$ cat src/sv/iau_pkg.sv
package iau_pkg;

	localparam int FRAC_BITS = 16;

	localparam logic signed [31:0] CODE_MIN = 32'sh8000_0000;
	localparam logic signed [31:0] CODE_MAX = 32'sh7FFF_FFFF;

	localparam logic signed [65:0] WIDE_MIN = -66'sd2147483648;
	localparam logic signed [65:0] WIDE_MAX = 66'sd2147483647;

	localparam int NLANE     = 4;
	localparam int DIV_STEPS = 32;
	localparam int ST_DIV0   = 2;
	localparam int ST_MUL    = 4;
	localparam int ST_FIN    = ST_DIV0 + DIV_STEPS + 1;
	localparam int ST_OUT    = ST_FIN + 1;

	typedef enum logic [3:0] {
		MODE_ADD     = 4'd0,
		MODE_SUB     = 4'd1,
		MODE_MUL     = 4'd2,
		MODE_DIV     = 4'd3,
		MODE_NEG     = 4'd4,
		MODE_CONS    = 4'd5,
		MODE_CONST   = 4'd6,
		MODE_ISECT   = 4'd7,
		MODE_CONTAIN = 4'd8,
		MODE_DISJ    = 4'd9,
		MODE_LT      = 4'd10,
		MODE_LE      = 4'd11,
		MODE_EQ      = 4'd12,
		MODE_GE      = 4'd13,
		MODE_GT      = 4'd14
	} mode_t;

	typedef struct packed {
		logic        is_mul;
		logic        is_div;
		logic [31:0] lo;
		logic [31:0] hi;
		logic        truth;
	} side_t;

	// one quotient lane of the divider
	typedef struct packed {
		logic        spec;
		logic [31:0] spec_lo;
		logic [31:0] spec_hi;
		logic        ovf;
		logic        neg;
		logic [30:0] d;
		logic [30:0] rem;
		logic [31:0] nq;
	} dlane_t;

	typedef dlane_t [NLANE-1:0] dlanes_t;

	function automatic logic [31:0] sat_wide(input logic signed [65:0] v);
		logic [31:0] r;
		if (v <= WIDE_MIN) begin
			r = CODE_MIN;
		end else if (v >= WIDE_MAX) begin
			r = CODE_MAX;
		end else begin
			r = v[31:0];
		end
		return r;
	endfunction

endpackage

$ cat src/sv/iau_div_fin.sv
module iau_div_fin (
	input  logic                                  clk,
	input  logic                                  en,
	input  iau_pkg::dlanes_t                      lanes,
	output logic [iau_pkg::NLANE-1:0][31:0]       lo_s35,
	output logic [iau_pkg::NLANE-1:0][31:0]       hi_s35
);

	logic [iau_pkg::NLANE-1:0][31:0] lo, hi;
	logic signed [33:0]              q, qr, vl, vh;

	always_comb begin
		q = '0;
		qr = '0;
		vl = '0;
		vh = '0;
		for (int i = 0; i < iau_pkg::NLANE; i++) begin
			q = {2'b00, lanes[i].nq};
			qr = q + 34'(lanes[i].rem != '0);
			vl = lanes[i].neg ? -qr : q;
			vh = lanes[i].neg ? -q : qr;
			if (lanes[i].spec) begin
				lo[i] = lanes[i].spec_lo;
				hi[i] = lanes[i].spec_hi;
			end else if (lanes[i].ovf) begin
				lo[i] = lanes[i].neg ? iau_pkg::CODE_MIN : iau_pkg::CODE_MAX;
				hi[i] = lo[i];
			end else begin
				lo[i] = iau_pkg::sat_wide(66'(vl));
				hi[i] = iau_pkg::sat_wide(66'(vh));
			end
		end
	end

	always_ff @(posedge clk) begin
		if (en) begin
			lo_s35 <= lo;
			hi_s35 <= hi;
		end
	end

endmodule

$ cat config.mk
export PLATFORM = sky130hd
export DESIGN_NAME = iau_div_fin
export DESIGN_NICKNAME = d
export VERILOG_FILES = /design/src/sv/iau_pkg.sv /design/src/sv/iau_div_fin.sv
export SDC_FILE = /design/constraint.sdc
export NUM_CORES = 1
export LEC_CHECK = 0
export BUFFER_PORTS_ARGS = -buffer_cell sky130_fd_sc_hd__buf_2
export CORE_AREA = 3 3 349 351
export CTS_BUF_LIST = sky130_fd_sc_hd__clkbuf_8
export DETAILED_ROUTE_END_ITERATION = 16
export DIE_AREA = 0 0 352 354
export GPL_TIMING_DRIVEN = 0
export PLACE_DENSITY_LB_ADDON = 0.1
export SYNTH_ARGS = -nofsm -noshare
export SYNTH_HDL_FRONTEND = slang
export SYNTH_SLANG_ARGS = --single-unit
$ cat constraint.sdc
create_clock -name clk -period 7.5 [get_ports clk]
set_input_delay 1.5 -clock clk [delete_from_list [all_inputs] [get_ports clk]]
set_output_delay 1.5 -clock clk [all_outputs]
set_load 0.03 [all_outputs]
## After elaboration in Yosys (flattened, before gate mapping)

Cells that the tools add are included.

- Add/sub/neg operators: 12
- Magnitude comparators: 16
- Muxes and demuxes: 44
- Reduce and logical (&&, ||, !) cells: 4

Operators with widths:

| kind | number |
|---|---|
| 32-bit two-way mux | 36 |
| 34-bit by 32-bit >= comparator with 1-bit output (second input constant) | 8 |
| 34-bit by 32-bit <= comparator with 1-bit output (second input constant) | 8 |
| 34-bit two-way mux | 8 |
| 32-bit negator with 34-bit output | 4 |
| 33-bit negator with 34-bit output | 4 |
| 32-bit by 1-bit adder with 33-bit output | 4 |
| 31-bit nonzero test | 4 |

- Flip-flop bits (word level): 256
- Input port bits: 646
- Output and inout port bits: 256
- Word-level logic and storage cells: 84

## Longest topological paths before layout

- Depth after elaboration: 9
- Depth in mapped cells: 20
- Mapped depth without buffers: 15

## Worst setup path after synthesis

Ideal clock, no wire load.

- Path type: in2reg
- Start point: input lanes[50] (netlist name)
- End point: register lo_s35[19] (netlist name), data pin
- Library setup time: 180 ps
- Arrival: 6068 ps
- Setup slack: 1252 ps
- Stages: 20
- Cell sequence: or4_1 > nor4_1 > nand4_1 > ha_1 > ha_1 > buf_2 > and4_1 > buf_2 > or4_1 > a2111oi_2 > o211ai_1 > or4_1 > buf_2 > or3_1 > buf_2 > nor3_1 > xor2_1 > o21ba_2 > buf_4 > a221oi_1

RTL lines:

| item | RTL line | text |
|---|---|---|
| from (decl) | iau_div_fin.sv:4 | `input iau_pkg::dlanes_t lanes,` |
| to (signal assigned) | iau_div_fin.sv:37 | `lo_s35 <= lo;` |
| to (decl) | iau_div_fin.sv:5 | `output logic [iau_pkg::NLANE-1:0][31:0] lo_s35,` |

==> report_table.html <==
<table>
<tr><th>Metric</th><th>Value</th></tr>
<tr><th colspan="2">Outcome</th></tr>
<tr><td>Run status</td><td>finished clean</td></tr>
<tr><th colspan="2">Layout</th></tr>
<tr><td>Synth-to-Final Area Change</td><td>27.7%</td></tr>
<tr><td>Share of post-route cells with drive strength above 1</td><td>24.4%</td></tr>
<tr><td>Layout Nets</td><td>4361</td></tr>
<tr><td>Finished layout cell area</td><td>30700 um^2</td></tr>
<tr><th colspan="2">Synth</th></tr>
<tr><td>Net count after synthesis</td><td>3594</td></tr>
<tr><td>Mux share of post-synthesis cell area</td><td>1.81%</td></tr>
<tr><td>Number of flops mapped to enable cells by yosys</td><td>256</td></tr>
<tr><td>Mapped Cells</td><td>2932</td></tr>
<tr><td>Synthesized area per cell</td><td>8.20 um^2</td></tr>
<tr><td>Synth async-reset ratio</td><td>0%</td></tr>
<tr><td>Synthesized flop and latch total</td><td>256</td></tr>
<tr><td>Number of warnings reported in the yosys synthesis log</td><td>0</td></tr>
<tr><td>Simple-gate area share of the yosys netlist</td><td>24.8%</td></tr>
<tr><td>Share of synthesized area occupied by flip-flops and latches</td><td>32.0%</td></tr>
<tr><td>Share of the synthesized netlist area taken by xor and xnor gates</td><td>11.6%</td></tr>
<tr><td>Cell area after synthesis</td><td>24000 um^2</td></tr>
<tr><td>Main combinational cell family by area after synthesis</td><td>simple AND/OR/NAND/NOR gates</td></tr>
<tr><td>Number of distinct library cells after synthesis</td><td>91</td></tr>
<tr><td>Top flip-flop cell by instance count after synthesis</td><td>sky130_fd_sc_hd__edfxtp_1</td></tr>
<tr><td>Post-synthesis share of cell area spent on full adders, half adders and majority gates</td><td>0.833%</td></tr>
<tr><td>Compound-Gate Fraction of Synth Area</td><td>21.9%</td></tr>
<tr><th colspan="2">Placed design</th></tr>
<tr><td>Placer congestion estimate</td><td>0.918</td></tr>
<tr><td>DP HPWL</td><td>110 mm</td></tr>
<tr><td>Port buffer count</td><td>711</td></tr>
<tr><td>Placed Area</td><td>29700 um^2</td></tr>
<tr><td>Setup WS pre-CTS</td><td>-711 ps</td></tr>
<tr><th colspan="2">Timing</th></tr>
<tr><td>Hold Violations, Final</td><td>0</td></tr>
<tr><td>Final WS setup</td><td>445 ps</td></tr>
<tr><td>Worst Max-Slew Pin Slew</td><td>1220 ps</td></tr>
<tr><td>Max-slew headroom</td><td>18.0%</td></tr>
<tr><td>Fmax</td><td>0.142 GHz</td></tr>
<tr><td>Slew Viols, Final</td><td>0</td></tr>
<tr><td>Crit share post-route</td><td>94.1%</td></tr>
<tr><td>Final min period</td><td>7050 ps</td></tr>
<tr><td>Final number of setup-violating endpoints</td><td>0</td></tr>
<tr><td>RSZ-0062 raised after global routing</td><td>false</td></tr>
<tr><th colspan="2">Drt</th></tr>
<tr><td>Total vias in the final route</td><td>27.3k</td></tr>
<tr><td>Avg WL per Cell</td><td>25.3 um</td></tr>
<tr><td>Post-route DRC</td><td>0</td></tr>
<tr><td>Number of design-rule violations left by the first detailed-router iteration</td><td>2241</td></tr>
<tr><td>Vias per cell</td><td>5.09</td></tr>
<tr><td>Final ANT Viol Nets</td><td>0</td></tr>
<tr><td>Total detailed-routing wirelength</td><td>136 mm</td></tr>
<tr><td>Detailed Routing Iterations Pass 1</td><td>5</td></tr>
<tr><th colspan="2">Power</th></tr>
<tr><td>Power per unit of standard cell area</td><td>160 nW/um^2</td></tr>
<tr><td>Standby leakage power</td><td>11.4 nW</td></tr>
<tr><td>Peak ir drop on the vdd network</td><td>98.7 uV</td></tr>
<tr><td>Overall power</td><td>4.91 mW</td></tr>
<tr><th colspan="2">Worst setup path</th></tr>
<tr><td>Worst setup startpoint</td><td>lanes[533]</td></tr>
<tr><td>Crit path kind</td><td>input port to flop</td></tr>
<tr><td>CP Buf/Inv Count</td><td>3</td></tr>
<tr><td>Arrival time reported for the critical path endpoint</td><td>7460 ps</td></tr>
<tr><td>Peak fanout along the critical path</td><td>10</td></tr>
<tr><td>Cell with the biggest individual delay on the critical path</td><td>sky130_fd_sc_hd__xnor2_1</td></tr>
<tr><td>Slowest Stage Delay on Critical Path</td><td>690 ps</td></tr>
<tr><td>Startpoint type of the worst setup path</td><td>input port</td></tr>
<tr><td>Endpoint type of the worst setup path</td><td>flop</td></tr>
<tr><td>Cells along the critical path</td><td>buf_2 -&gt; or4_1 -&gt; nor4_1 -&gt; nand4_1 -&gt; ha_1 -&gt; ha_1 -&gt; nand4_1 -&gt; clkbuf_1 -&gt; nor4_2 -&gt; nand3_1 -&gt; o21ai_1 -&gt; xnor2_1 -&gt; nand4b_1 -&gt; nand4b_1 -&gt; or4_1 -&gt; o21ai_1 -&gt; clkbuf_1 -&gt; a221oi_1</td></tr>
<tr><td>Kind of cell adding the most delay to the critical path</td><td>simple AND/OR/NAND/NOR gates</td></tr>
<tr><td>Required arrival time at the worst endpoint</td><td>7900 ps</td></tr>
<tr><th colspan="2">Clock network</th></tr>
<tr><td>Number of setup buffers added after CTS</td><td>0</td></tr>
<tr><td>CTS-repair resized insts</td><td>0</td></tr>
<tr><td>Clock transition time at the flip-flop clock pins of the worst setup and hold paths</td><td>70 ps</td></tr>
<tr><td>H-tree levels</td><td>2</td></tr>
<tr><td>Number of sinks handled by clock tree synthesis</td><td>256</td></tr>
<tr><td>Cts bufs inserted</td><td>52</td></tr>
<tr><td>Clk buf depth</td><td>3</td></tr>
<tr><td>Count of hold-fix buffers inserted at cts</td><td>0</td></tr>
<tr><td>Clock Root Buffer</td><td>sky130_fd_sc_hd__clkbuf_8</td></tr>
<tr><td>TritonCTS clock tree</td><td>yes</td></tr>
<tr><th colspan="2">Min path</th></tr>
<tr><td>Hold Startpoint</td><td>lanes[642]</td></tr>
<tr><td>Type of the most critical hold path</td><td>input port to flop</td></tr>
<tr><th colspan="2">Floorplan</th></tr>
<tr><td>Count of standard-cell rows</td><td>127</td></tr>
<tr><td>Height of the die</td><td>354 um</td></tr>
<tr><td>Standard cell core area</td><td>119000 um^2</td></tr>
<tr><td>I/O pin count</td><td>902</td></tr>
<tr><td>Initial Utilization</td><td>20.1%</td></tr>
<tr><td>Floorplan die width</td><td>352 um</td></tr>
<tr><td>Die area</td><td>125000 um^2</td></tr>
<tr><th colspan="2">Global route</th></tr>
<tr><td>Global-route wire length before repair</td><td>194 mm</td></tr>
<tr><td>Maximum number of pins on one net before global-route repair</td><td>97</td></tr>
<tr><td>Number of antenna violations at the first check in global routing</td><td>38</td></tr>
<tr><td>GRT Overall Usage</td><td>20.7%</td></tr>
<tr><td>Total overflow reported by the global router</td><td>0</td></tr>
<tr><td>Number of global-route vias before repair</td><td>27.0k</td></tr>
<tr><th colspan="2">Job</th></tr>
<tr><td>Max-cap check violation count</td><td>0</td></tr>
</table>
==> synthesized netlist by cell type, types with 84 or more instances <==
cell | count | area (um^2)
sky130_fd_sc_hd__nor2_1 | 286 | 1070
sky130_fd_sc_hd__edfxtp_1 | 256 | 7690
sky130_fd_sc_hd__xnor2_1 | 205 | 1800
sky130_fd_sc_hd__nand2_1 | 203 | 762
sky130_fd_sc_hd__clkbuf_1 | 187 | 702
sky130_fd_sc_hd__inv_1 | 171 | 642
sky130_fd_sc_hd__a21oi_1 | 113 | 566
sky130_fd_sc_hd__xor2_1 | 112 | 981
sky130_fd_sc_hd__a221oi_1 | 100 | 876
sky130_fd_sc_hd__o21ai_0 | 100 | 500
sky130_fd_sc_hd__nand3_1 | 99 | 495
sky130_fd_sc_hd__nor3_1 | 95 | 475
sky130_fd_sc_hd__nor4_1 | 94 | 588
sky130_fd_sc_hd__o22ai_1 | 91 | 569
sky130_fd_sc_hd__nand4_1 | 84 | 526
==> metrics by stage <==
step	setup TNS, ps	hold slack (ps)	utilization, %	std cells
2_1_floorplan	0	1610	-	2932
3_3_place_gp	-84340	1790	24.8	5255
3_5_place_dp	-47160	1790	24.9	5257
4_1_cts	0	961	25.6	5346
5_1_grt	0	1030	25.7	5352
6_report	0	1090	25.7	5361
==> cell usage in the layout (no fill, tap or decap), types with 17 or more instances in the layout <==
cell type,synthesis,layout
sky130_fd_sc_hd__buf_2,38,748
sky130_fd_sc_hd__nor2_1,286,286
sky130_fd_sc_hd__edfxtp_1,256,256
sky130_fd_sc_hd__xnor2_1,205,205
sky130_fd_sc_hd__nand2_1,203,203
sky130_fd_sc_hd__clkbuf_1,187,187
sky130_fd_sc_hd__inv_1,171,183
sky130_fd_sc_hd__a21oi_1,113,113
sky130_fd_sc_hd__xor2_1,112,112
sky130_fd_sc_hd__o21ai_0,100,100
sky130_fd_sc_hd__a221oi_1,100,100
sky130_fd_sc_hd__nand3_1,99,99
sky130_fd_sc_hd__nor3_1,95,95
sky130_fd_sc_hd__o22ai_1,91,91
sky130_fd_sc_hd__nor4_1,94,89
sky130_fd_sc_hd__nand4_1,84,84
sky130_fd_sc_hd__or3_1,59,59
sky130_fd_sc_hd__clkbuf_8,0,52
sky130_fd_sc_hd__and3_1,44,44
sky130_fd_sc_hd__mux2i_1,40,40
sky130_fd_sc_hd__or4_1,38,38
sky130_fd_sc_hd__a22oi_1,38,38
sky130_fd_sc_hd__a31oi_1,36,36
sky130_fd_sc_hd__a311oi_1,34,34
sky130_fd_sc_hd__buf_1,27,27
sky130_fd_sc_hd__and4_1,24,24
sky130_fd_sc_hd__or2_2,22,22
sky130_fd_sc_hd__and2_1,20,20
sky130_fd_sc_hd__a2111oi_2,19,20
sky130_fd_sc_hd__clkinv_1,3,17
==> power breakdown <==
group	internal [mW]	leakage (nW)	switching [mW]	total, mW
Clock	0.675	0.512	0.721	1.40
Sequential	1.77	2.50	0.0458	1.82
Combinational	0.500	8.37	1.19	1.69
Total	2.95	11.4	1.96	4.91
==> state kept, by name (all words and copies together) (netlist names) <==
name and count:
hi_s35 128, lo_s35 128
==> final cells by class <==
type	instances	area [um^2]
fillers	13400	88700
multi-input cells	2241	14700
flip-flops and latches	256	7690
repair buffers	713	3620
well taps	1612	2020
plain buffers	258	1050
clock buffers	52	716
inverters	177	664
clock inverters	37	191
diodes	15	37.5
==> routing by layer <==
metal | wire length, um | global-route usage [%]
met1 | 60000 | 27.1
met2 | 63600 | 34.7
met3 | 9020 | 4.68
met4 | 2980 | 4.44
met5 | 82 | 0
==> cells by family (layout without fill, tap and decap cells) <==
logic type,count (synthesis),count (layout)
AO/OA/AOI/OAI,728,728
XOR/XNOR,317,317
adder cells (fa/ha/maj),16,16
buffers and inverters,435,1237
flip-flops,256,256
multiplexers,43,43
other,0,15
AND/OR/NAND/NOR,1137,1137
==> path summary, 6_finish.rpt <==
kind | to | slack (ps) | depth (start not counted)
max | hi_s35[115] | 450 | 18
min | lo_s35[127] | 1090 | 3
Power figures use the tool's default switching activity.
