[src/sv/iau_pkg.sv]
package iau_pkg;

	localparam int FRAC_BITS = 16;

	localparam logic signed [31:0] CODE_MIN = 32'sh8000_0000;
	localparam logic signed [31:0] CODE_MAX = 32'sh7FFF_FFFF;

	localparam logic signed [65:0] WIDE_MIN = -66'sd2147483648;
	localparam logic signed [65:0] WIDE_MAX = 66'sd2147483647;

	localparam int NLANE     = 4;
	localparam int DIV_STEPS = 32;
	localparam int ST_DIV0   = 2;
	localparam int ST_MUL    = 4;
	localparam int ST_FIN    = ST_DIV0 + DIV_STEPS + 1;
	localparam int ST_OUT    = ST_FIN + 1;

	typedef enum logic [3:0] {
		MODE_ADD     = 4'd0,
		MODE_SUB     = 4'd1,
		MODE_MUL     = 4'd2,
		MODE_DIV     = 4'd3,
		MODE_NEG     = 4'd4,
		MODE_CONS    = 4'd5,
		MODE_CONST   = 4'd6,
		MODE_ISECT   = 4'd7,
		MODE_CONTAIN = 4'd8,
		MODE_DISJ    = 4'd9,
		MODE_LT      = 4'd10,
		MODE_LE      = 4'd11,
		MODE_EQ      = 4'd12,
		MODE_GE      = 4'd13,
		MODE_GT      = 4'd14
	} mode_t;

	typedef struct packed {
		logic        is_mul;
		logic        is_div;
		logic [31:0] lo;
		logic [31:0] hi;
		logic        truth;
	} side_t;

	// one quotient lane of the divider
	typedef struct packed {
		logic        spec;
		logic [31:0] spec_lo;
		logic [31:0] spec_hi;
		logic        ovf;
		logic        neg;
		logic [30:0] d;
		logic [30:0] rem;
		logic [31:0] nq;
	} dlane_t;

	typedef dlane_t [NLANE-1:0] dlanes_t;

	function automatic logic [31:0] sat_wide(input logic signed [65:0] v);
		logic [31:0] r;
		if (v <= WIDE_MIN) begin
			r = CODE_MIN;
		end else if (v >= WIDE_MAX) begin
			r = CODE_MAX;
		end else begin
			r = v[31:0];
		end
		return r;
	endfunction

endpackage

[src/sv/iau_div_step.sv]
module iau_div_step (
	input  logic              clk,
	input  logic              en,
	input  iau_pkg::dlanes_t  lanes_prev,
	output iau_pkg::dlanes_t  lanes
);

	iau_pkg::dlanes_t nxt;
	logic [31:0]      t;

	always_comb begin
		nxt = lanes_prev;
		t = '0;
		for (int i = 0; i < iau_pkg::NLANE; i++) begin
			t = {lanes_prev[i].rem, lanes_prev[i].nq[31]};
			if (t >= {1'b0, lanes_prev[i].d}) begin
				nxt[i].rem = 31'(t - {1'b0, lanes_prev[i].d});
				nxt[i].nq = {lanes_prev[i].nq[30:0], 1'b1};
			end else begin
				nxt[i].rem = t[30:0];
				nxt[i].nq = {lanes_prev[i].nq[30:0], 1'b0};
			end
		end
	end

	always_ff @(posedge clk) begin
		if (en) begin
			lanes <= nxt;
		end
	end

endmodule

[config.mk]
export PLATFORM = sky130hd
export DESIGN_NAME = iau_div_step
export DESIGN_NICKNAME = d
export VERILOG_FILES = /design/src/sv/iau_pkg.sv /design/src/sv/iau_div_step.sv
export SDC_FILE = /design/constraint.sdc
export NUM_CORES = 1
export LEC_CHECK = 0
export BUFFER_PORTS_ARGS = -buffer_cell sky130_fd_sc_hd__buf_4
export CORE_AREA = 2 2 506 508
export CTS_CLUSTER_SIZE = 28
export DETAILED_ROUTE_END_ITERATION = 6
export DIE_AREA = 0 0 508 510
export REMOVE_ABC_BUFFERS = 1
export SLEW_MARGIN = 20
export SYNTH_ARGS = -nofsm -noshare
export SYNTH_HDL_FRONTEND = slang
export SYNTH_SLANG_ARGS = --single-unit
[constraint.sdc]
create_clock -name clk -period 4 [get_ports clk]
set_input_delay 0.8 -clock clk [delete_from_list [all_inputs] [get_ports clk]]
set_output_delay 0.8 -clock clk [all_outputs]
set_load 0.05 [all_outputs]
# Word level (Yosys, flattened, before mapping)
# Cells that the tools add are included.
# totals
ff_bits,644
input_bits,646
out_inout_bits,644
elab_cells,44
# op_classes
addsub,4
magnitude_cmp,4
muxes,4
# ops
operator,count
$mux W63,4
$ge A32 B31 Y1,4
$sub A31 B31 Y31,4

# Logic depth before layout (Yosys ltp)
# Gate-level depths: netlist of run 1.
# logic_depth
depth_word,2
depth_mapped,14
ltp_nobuf,12

# Least setup slack after synthesis of run 1
# Ideal clock, no wire load.
# synth_timing
kind,input port to flip-flop
start,input lanes_prev[243] (netlist name)
end,register lanes[197] (netlist name) (data pin)
arrival_ns,3.139
t_required_ns,3.740
path_slack_ns,0.601
stages,11
path_buffers,2
cell_sequence,inv_1 -> ha_1 -> buf_2 -> a21o_1 -> a221oi_1 -> o21bai_1 -> a211oi_1 -> nand4_1 -> a2111oi_4 -> buf_4 -> mux2_2
# synth_rtl
item,line,source
"start, declared",iau_div_step.sv:4,"input iau_pkg::dlanes_t lanes_prev,"
"end signal, assigned",iau_div_step.sv:28,lanes <= nxt;
"end, declared",iau_div_step.sv:5,output iau_pkg::dlanes_t lanes

==> flow_summary.toml, run 1 <==
[pwr]
pwr-share-seq = 0.367
internal-power_w = 0.0151
combPwrFrac = 0.271
p_clk_frac = 0.362
sw_frac_of_total = 0.359
p_leak_nw = 18.7
switchingPower_w = 0.00847
peakVddDrop_uv = 278
power_density_nw_per_um2 = 516

[synthesis]
ys.flop_type = "edfxtp_1"
netlist_area_um2 = 27800
syn_inst = 1965
yosysSeqAreaShare = 0.696
synth_edf_count = 644
ys_types = 80
async_flop_share = 0
avgSynthCellArea_um2 = 14.1
ys_warn_count = 0
synth-seq-cells = 644

[setup_path]
path_class = "input port to flop"
required_ns = 4.44
crit_arrival_ns = 4.13
worst_setup_path_start_kind = "input port"
cp_max_fo = 16
critPathCapture = "lanes[380]"
setup.worst_path.start = "lanes_prev[353]"
worst_setup_path_end_kind = "flop"

[finish]
drive_above_1_share = 0.456
area_growth_pct = 64.5
largest_reg_flops = 644
fin_area_um2 = 45700
reg.largest.list = "lanes x644"
largest-register = "lanes"
num-nets-final = 4189
instances_no_fill = 6916
fillers = 27900

[timing]
relSlewSlack = 0.352
slew_violations = 0
setup_viol = 0
period_share = 0.922
grt_setup_unrepaired = "false"
period_minus_slack_ns = 3.69
fin_hold_ws_ns = 0.227
hold_violations = 0
tightest_slew_ns = 0.960
max_freq_ghz = 0.271

[routing]
dr.pass1.iters = 5
ant_nets = 0
first_iter_violations = 1731
vias = 24200
drt_wl_total_mm = 233
via_per_inst = 3.50
drc = 0
routedWlPerCell_um = 33.6

[clock_network]
cts-resized-gates = 0
path_clk_slew_ns = 0.06
root_buffer = "clkbuf_16"
cts_made_buffers = 89
clockBufferDepth = 3
cts-hold-fix-buffers = 0
cts_tree = "done"
clkSinkCount = 644
cts-htree-levels = 3
postCtsSetupBuffers = 0

[die]
die_h_um = 510
die_w_um = 508
pin_count = 1290
fp.dieArea_um2 = 259000
initial_core_util = 0.110
num_rows = 185
core_area_um2 = 253000

[global_routing]
grt_overflow = 0
grt_usage = 0.172
grt_antenna_before_repair = 254
grt_pass1_vias = 23200
grt_max_degree = 74
grt_pass1_wl_mm = 280

[flow_run]
drv_cap = 0

[placement]
dp_cells = 6690
hpwl_mm = 207
placed_cell_area_um2 = 42500
port_buffers = 1289
routabilityCongestion = 0.989

[run_status]
status = "complete, no violations"

[hold_path]
min_path_type = "input port to flop"
[cell usage in the layout (no fill, tap or decap), types with 11 or more instances in the layout]
cell,netlist,final
ha_1,124,124
mux2_2,20,20
nor2b_1,18,18
and3_1,12,12
a21o_1,56,56
nand3_1,30,30
clkinvlp_4,0,13
o31ai_1,17,17
a21oi_1,161,161
buf_12,0,11
and2_1,11,11
xnor2_1,54,54
clkinv_2,0,15
edfxtp_1,644,644
o21ai_0,111,111
o21a_1,20,20
nand2b_1,15,15
bufinv_16,0,12
inv_1,155,155
xor2_1,42,42
diode_2,0,62
nor2_1,105,104
nor3_1,22,22
o21bai_1,17,17
a31oi_1,11,11
nand2_1,130,130
clkbuf_16,0,90
clkinv_1,0,11
nand4_1,15,15
buf_4,3,1391
[cell families (layout without fill, tap and decap cells)]
| logic type | count (synthesis) | count (layout) | share of synthesized area |
|---|---|---|---|
| mux | 25 | 25 | 0.0100 |
| flops | 644 | 644 | 0.696 |
| other cells | 0 | 62 | 0 |
| simple gates | 399 | 399 | 0.0683 |
| fa+ha+maj | 128 | 128 | 0.0587 |
| compound gates | 473 | 473 | 0.108 |
| buf+inv | 200 | 1723 | 0.0280 |
| xor+xnor | 96 | 96 | 0.0303 |
[cells in the mapped netlist, types with 22 or more instances]
library cell | count | area share
nor2_1 | 105 | 0.014
xnor2_1 | 54 | 0.017
clkbuf_1 | 30 | 0.0041
nand2_1 | 130 | 0.018
nand3_1 | 30 | 0.0054
edfxtp_1 | 644 | 0.70
xor2_1 | 42 | 0.013
o21ai_0 | 111 | 0.020
a21o_1 | 56 | 0.015
a21oi_1 | 161 | 0.029
ha_1 | 124 | 0.056
inv_1 | 155 | 0.021
nor3_1 | 22 | 0.0040
[final cells by class]
cell class              count  area [um2]  area share
multi-input cells        1121        7670       0.168
well taps                3366        4210      0.0921
diodes                     62         155     0.00339
inverters                 156         586      0.0128
clock inverters            67         783      0.0171
repair buffers           1403       10700       0.234
flip-flops and latches    644       19300       0.423
clock buffers              97        2280      0.0499
[per-stage QoR]
step           power (W)  utilization  setup TNS (ns)  setup WS (ns)
5_1_grt           0.0245        0.180               0          0.194
3_3_place_gp      0.0153        0.168           -4.82         -0.342
3_5_place_dp      0.0153        0.168           -3.75         -0.288
4_1_cts           0.0241        0.180               0          0.483
2_1_floorplan     0.0120            -          -25.39         -0.881
6_report          0.0236        0.180               0          0.312
[how the worst min path moves through the flow]
stage	start	end	slack [ns]	depth (start not counted)
final	lanes_prev[107]	lanes[107]	0.23	1
after global routing	lanes_prev[320]	lanes[320]	0.17	1
after CTS	lanes_prev[616]	lanes[616]	0.12	1
after detailed placement	lanes_prev[350]	lanes[351]	0.98	1
after global placement	lanes_prev[105]	lanes[105]	0.98	1
after floorplan	lanes_prev[100]	lanes[100]	0.90	0
[power by group through the flow]
stage / logic (W) / registers [W] / clock network [W]
after detailed placement: 0.00652 / 0.00879 / 0
after global placement: 0.00650 / 0.00880 / 0
after floorplan: 0.00118 / 0.0108 / 0
final: 0.00639 / 0.00866 / 0.00854
after CTS: 0.00653 / 0.00866 / 0.00889
after global routing: 0.00671 / 0.00870 / 0.00907
[metal layers]
layer,track usage,part of all wire,vias to the layer above
li1,-,-,10400
met1,0.204,0.39,11600
met2,0.258,0.44,1517
met3,0.0957,0.13,495
met4,0.0602,0.031,178
met5,0,0.0051,-
[worst max-delay path, stage by stage]
cell	delay (ns)
buf_4	0.14
inv_1	0.06
ha_1	0.22
fa_1	0.41
nor2b_1	0.20
o21bai_1	0.10
a21boi_0	0.26
o21ai_0	0.12
buf_4	0.19
a211oi_1	0.58
nor4_2	0.10
buf_4	0.18
nor2_4	0.13
buf_4	0.23
nor4b_1	0.27
nor3_1	0.12
Power figures use the tool's default switching activity.
==> inputs of run 2 (changes only) <==
--- a/config.mk
+++ b/config.mk
@@ -5,7 +5,7 @@
 export SDC_FILE = /design/constraint.sdc
 export NUM_CORES = 1
 export LEC_CHECK = 0
-export BUFFER_PORTS_ARGS = -buffer_cell sky130_fd_sc_hd__buf_4
+export BUFFER_PORTS_ARGS = -buffer_cell sky130_fd_sc_hd__buf_2
 export CORE_AREA = 2 2 506 508
 export CTS_CLUSTER_SIZE = 28
 export DETAILED_ROUTE_END_ITERATION = 6
==> flow_summary.toml, run 2 (synthesis results as in run 1) <==
[clock_network]
cts-hold-fix-buffers = 0
cts-htree-levels = 3
root_buffer = "clkbuf_16"
cts-resized-gates = 0
path_clk_slew_ns = 0.06
cts_made_buffers = 90
postCtsSetupBuffers = 0
clockBufferDepth = 3
cts_tree = "done"
clkSinkCount = 644

[die]
core_area_um2 = 253000
num_rows = 185
die_h_um = 510
initial_core_util = 0.110
fp.dieArea_um2 = 259000
pin_count = 1290
die_w_um = 508

[placement]
routabilityCongestion = 0.981
hpwl_mm = 206
port_buffers = 1289
pre_cts_slack_ns = -0.353

[finish]
area_growth_pct = 53.8
final_common_cell = "buf_2"
largest-register = "lanes"
largest_reg_flops = 644
num-nets-final = 4206
reg.largest.list = "lanes x644"
drive_above_1_share = 0.456
final_util = 0.169
layout_common_cells = "1288 x buf_2, 644 x edfxtp_1, 161 x a21oi_1, 155 x inv_1, 130 x nand2_1"

[timing]
finalWorstSetupSlack_ns = 0.291
setup_viol = 0
relSlewSlack = 0.380
tightest_slew_ns = 0.917
hold_violations = 0
grt_setup_unrepaired = "false"
period_share = 0.927
max_freq_ghz = 0.270
tns_ns = 0
slew_violations = 0
period_minus_slack_ns = 3.71
fin_hold_ws_ns = 0.233

[routing]
vias = 24800
dr.pass1.iters = 6
via_per_inst = 3.57
drc = 0
drt_wl_total_mm = 232
first_iter_violations = 2157
routedWlPerCell_um = 33.4
ant_nets = 0

[global_routing]
grt_antenna_before_repair = 324
grt_pass1_vias = 23500
grt_pass1_wl_mm = 279
grt_max_degree = 97
grt_usage = 0.171
grt_overflow = 0

[pwr]
p_leak_nw = 17.7
power_density_nw_per_um2 = 544
peakVddDrop_uv = 265

[setup_path]
required_ns = 4.45
worst_setup_path_start_kind = "input port"
worst_setup_path_end_kind = "flop"
crit_arrival_ns = 4.16
cp_max_fo = 3
path_class = "input port to flop"

[hold_path]
min_path_type = "input port to flop"

[run_status]
status = "complete, no violations"

[flow_run]
drv_cap = 0
==> run 2: critical path, cell delays in order <==
cell and delay (ns):
buf_2 0.19, inv_1 0.07, ha_1 0.23, fa_1 0.41, nor2b_1 0.18, o21bai_1 0.11, a21boi_0 0.20, o21ai_0 0.11
buf_4 0.18, a211oi_1 0.68, o21ai_0 0.26, buf_4 0.21, a41o_1 0.23, o2111ai_1 0.18, nand3_1 0.11
==> run 2: metrics by stage <==
stage	total power [W]	instances	area (um2)
2_1_floorplan	0.0120	1921	27600
5_1_grt	0.0241	6896	42600
3_3_place_gp	0.0148	6706	39400
6_report	0.0232	6961	42700
4_1_cts	0.0237	6873	42500
3_5_place_dp	0.0148	6706	39400
==> run 2: final timing paths <==
check	startpoint	end	slack, ns	cells after the start
max	lanes_prev[353]	lanes[384]	0.29	15
min	lanes_prev[580]	lanes[580]	0.23	1
==> run 2: report_power, final <==
part	switching [W]	internal, W
clock	0.00360	0.00508
sequential	0.000375	0.00822
combinational	0.00449	0.00149
==> run 2: area by class of cell <==
| cell class | count | area (um2) |
|---|---|---|
| clock buffer | 103 | 2300 |
| fill | 28200 | 211000 |
| antenna | 88 | 220 |
| inverter | 156 | 586 |
| multi-input combinational | 1121 | 7670 |
| clock inverter | 64 | 790 |
| sequential | 644 | 19300 |
| timing repair buffer | 1419 | 7600 |
| tap | 3366 | 4210 |
==> run 2: metal layers <==
metal | up-vias | global-route usage | share of wire
met5 | - | 0 | 0.0050
met4 | 170 | 0.0430 | 0.027
met3 | 573 | 0.0955 | 0.13
met2 | 1692 | 0.265 | 0.44
met1 | 11900 | 0.204 | 0.40
li1 | 10500 | - | -
==> inputs of run 3 (changes only) <==
==> constraint.sdc (replaced) <==
create_clock -name clk -period 3.4 [get_ports clk]
set_input_delay 0.68 -clock clk [delete_from_list [all_inputs] [get_ports clk]]
set_output_delay 0.68 -clock clk [all_outputs]
set_load 0.05 [all_outputs]
==> flow_summary.toml, run 3 (synthesis results as in run 1) <==
[placement]
routabilityCongestion = 0.923
placed_cell_area_um2 = 41300
hpwl_mm = 208
port_buffers = 1289

[global_routing]
grt_antenna_before_repair = 325
grt_max_degree = 104
grt_pass1_wl_mm = 281
grt_overflow = 0
grt_pass1_vias = 24400
grt_usage = 0.172

[timing]
period_share = 0.933
max_freq_ghz = 0.315
hold_violations = 0
period_minus_slack_ns = 3.17
slew_violations = 0
tightest_slew_ns = 0.674
setup_viol = 0
fin_hold_ws_ns = 0.109
tns_ns = 0
relSlewSlack = 0.554
grt_setup_unrepaired = "false"

[routing]
ant_nets = 0
vias = 25400
drc = 0
first_iter_violations = 2094
routedWlPerCell_um = 32.3
drt_wl_total_mm = 233
dr.pass1.iters = 5
via_per_inst = 3.52

[setup_path]
cp_cell_sequence = "buf_2, inv_1, ha_1, fa_1, nor2b_1, o21bai_1, a21boi_0, o21ai_0, buf_4, a211oi_1, buf_4, o21ai_0, a41o_1, o2111ai_1, nand3_1"
required_ns = 3.84
cp_max_fo = 4
cp_top_family = "compound AO/OA/AOI/OAI gates"
crit_slowest_cell = "fa_1"
worst_setup_path_start_kind = "input port"
crit_arrival_ns = 3.61
timing.critical_path.buf_inv = 4
cpPeakStageDelay_ns = 0.42
path_class = "input port to flop"
worst_setup_path_end_kind = "flop"

[clock_network]
clkSinkCount = 644
cts_tree = "done"
postCtsSetupBuffers = 0
clockBufferDepth = 3
path_clk_slew_ns = 0.06
cts-htree-levels = 3
cts_made_buffers = 88
cts-resized-gates = 0
cts-hold-fix-buffers = 0
root_buffer = "clkbuf_16"

[finish]
seq_area_um2 = 19300
largest-register = "lanes"
fillers = 28100
drive_above_1_share = 0.495
layout_common_cells = "1288 x buf_2, 644 x edfxtp_1, 362 x buf_4, 161 x a21oi_1, 155 x inv_1"
multi_input_area_um2 = 7670
final_common_cell = "buf_2"
area_growth_pct = 60.5
fin_area_um2 = 44600
largest_reg_flops = 644
num-nets-final = 4451
reg.largest.list = "lanes x644"

[pwr]
power_w = 0.0275
power_density_nw_per_um2 = 616
peakVddDrop_uv = 334
p_leak_nw = 18.9

[die]
core_area_um2 = 253000
initial_core_util = 0.110
die_w_um = 508
num_rows = 185
die_h_um = 510
fp.dieArea_um2 = 259000
pin_count = 1290

[hold_path]
min_path_type = "input port to flop"

[run_status]
status = "complete, no violations"

[flow_run]
drv_cap = 0
run 3: area by class of cell:
class,count,share of cell area
sequential,644,0.434
timing repair buffer,1666,0.213
multi-input combinational,1121,0.172
tap,3366,0.0945
clock buffer,96,0.0501
clock inverter,68,0.0191
inverter,156,0.0131
antenna,86,0.00483
run 3: metrics by stage:
step,std cells,setup slack (ns),util
final,7203,0.229,0.176
after global routing,7157,0.0446,0.175
after CTS,7117,0.301,0.175
after detailed placement,6953,-0.488,0.163
after global placement,6953,-0.456,0.163
after floorplan,1921,-1.36,-
run 3: worst paths after layout:
| kind | start | depth (start not counted) | end |
|---|---|---|---|
| setup / recovery | lanes_prev[353] | 15 | lanes[384] |
| hold / removal | lanes_prev[290] | 1 | lanes[290] |
run 3: power by group:
part | total (W) | switching (W) | leakage (nW) | internal (W)
Clock | 0.0101 | 0.00429 | 1.46 | 0.00577
Combinational | 0.00730 | 0.00532 | 11.1 | 0.00198
Sequential | 0.0101 | 0.000444 | 6.30 | 0.00967
run 3: metal layers:
| layer | global-route usage | vias up | routed length [um] |
|---|---|---|---|
| met5 | 0.0113 | - | 1080 |
| met1 | 0.204 | 12200 | 92800 |
| li1 | - | 10900 | - |
| met3 | 0.0913 | 512 | 29200 |
| met2 | 0.267 | 1549 | 103000 |
| met4 | 0.0457 | 176 | 6610 |
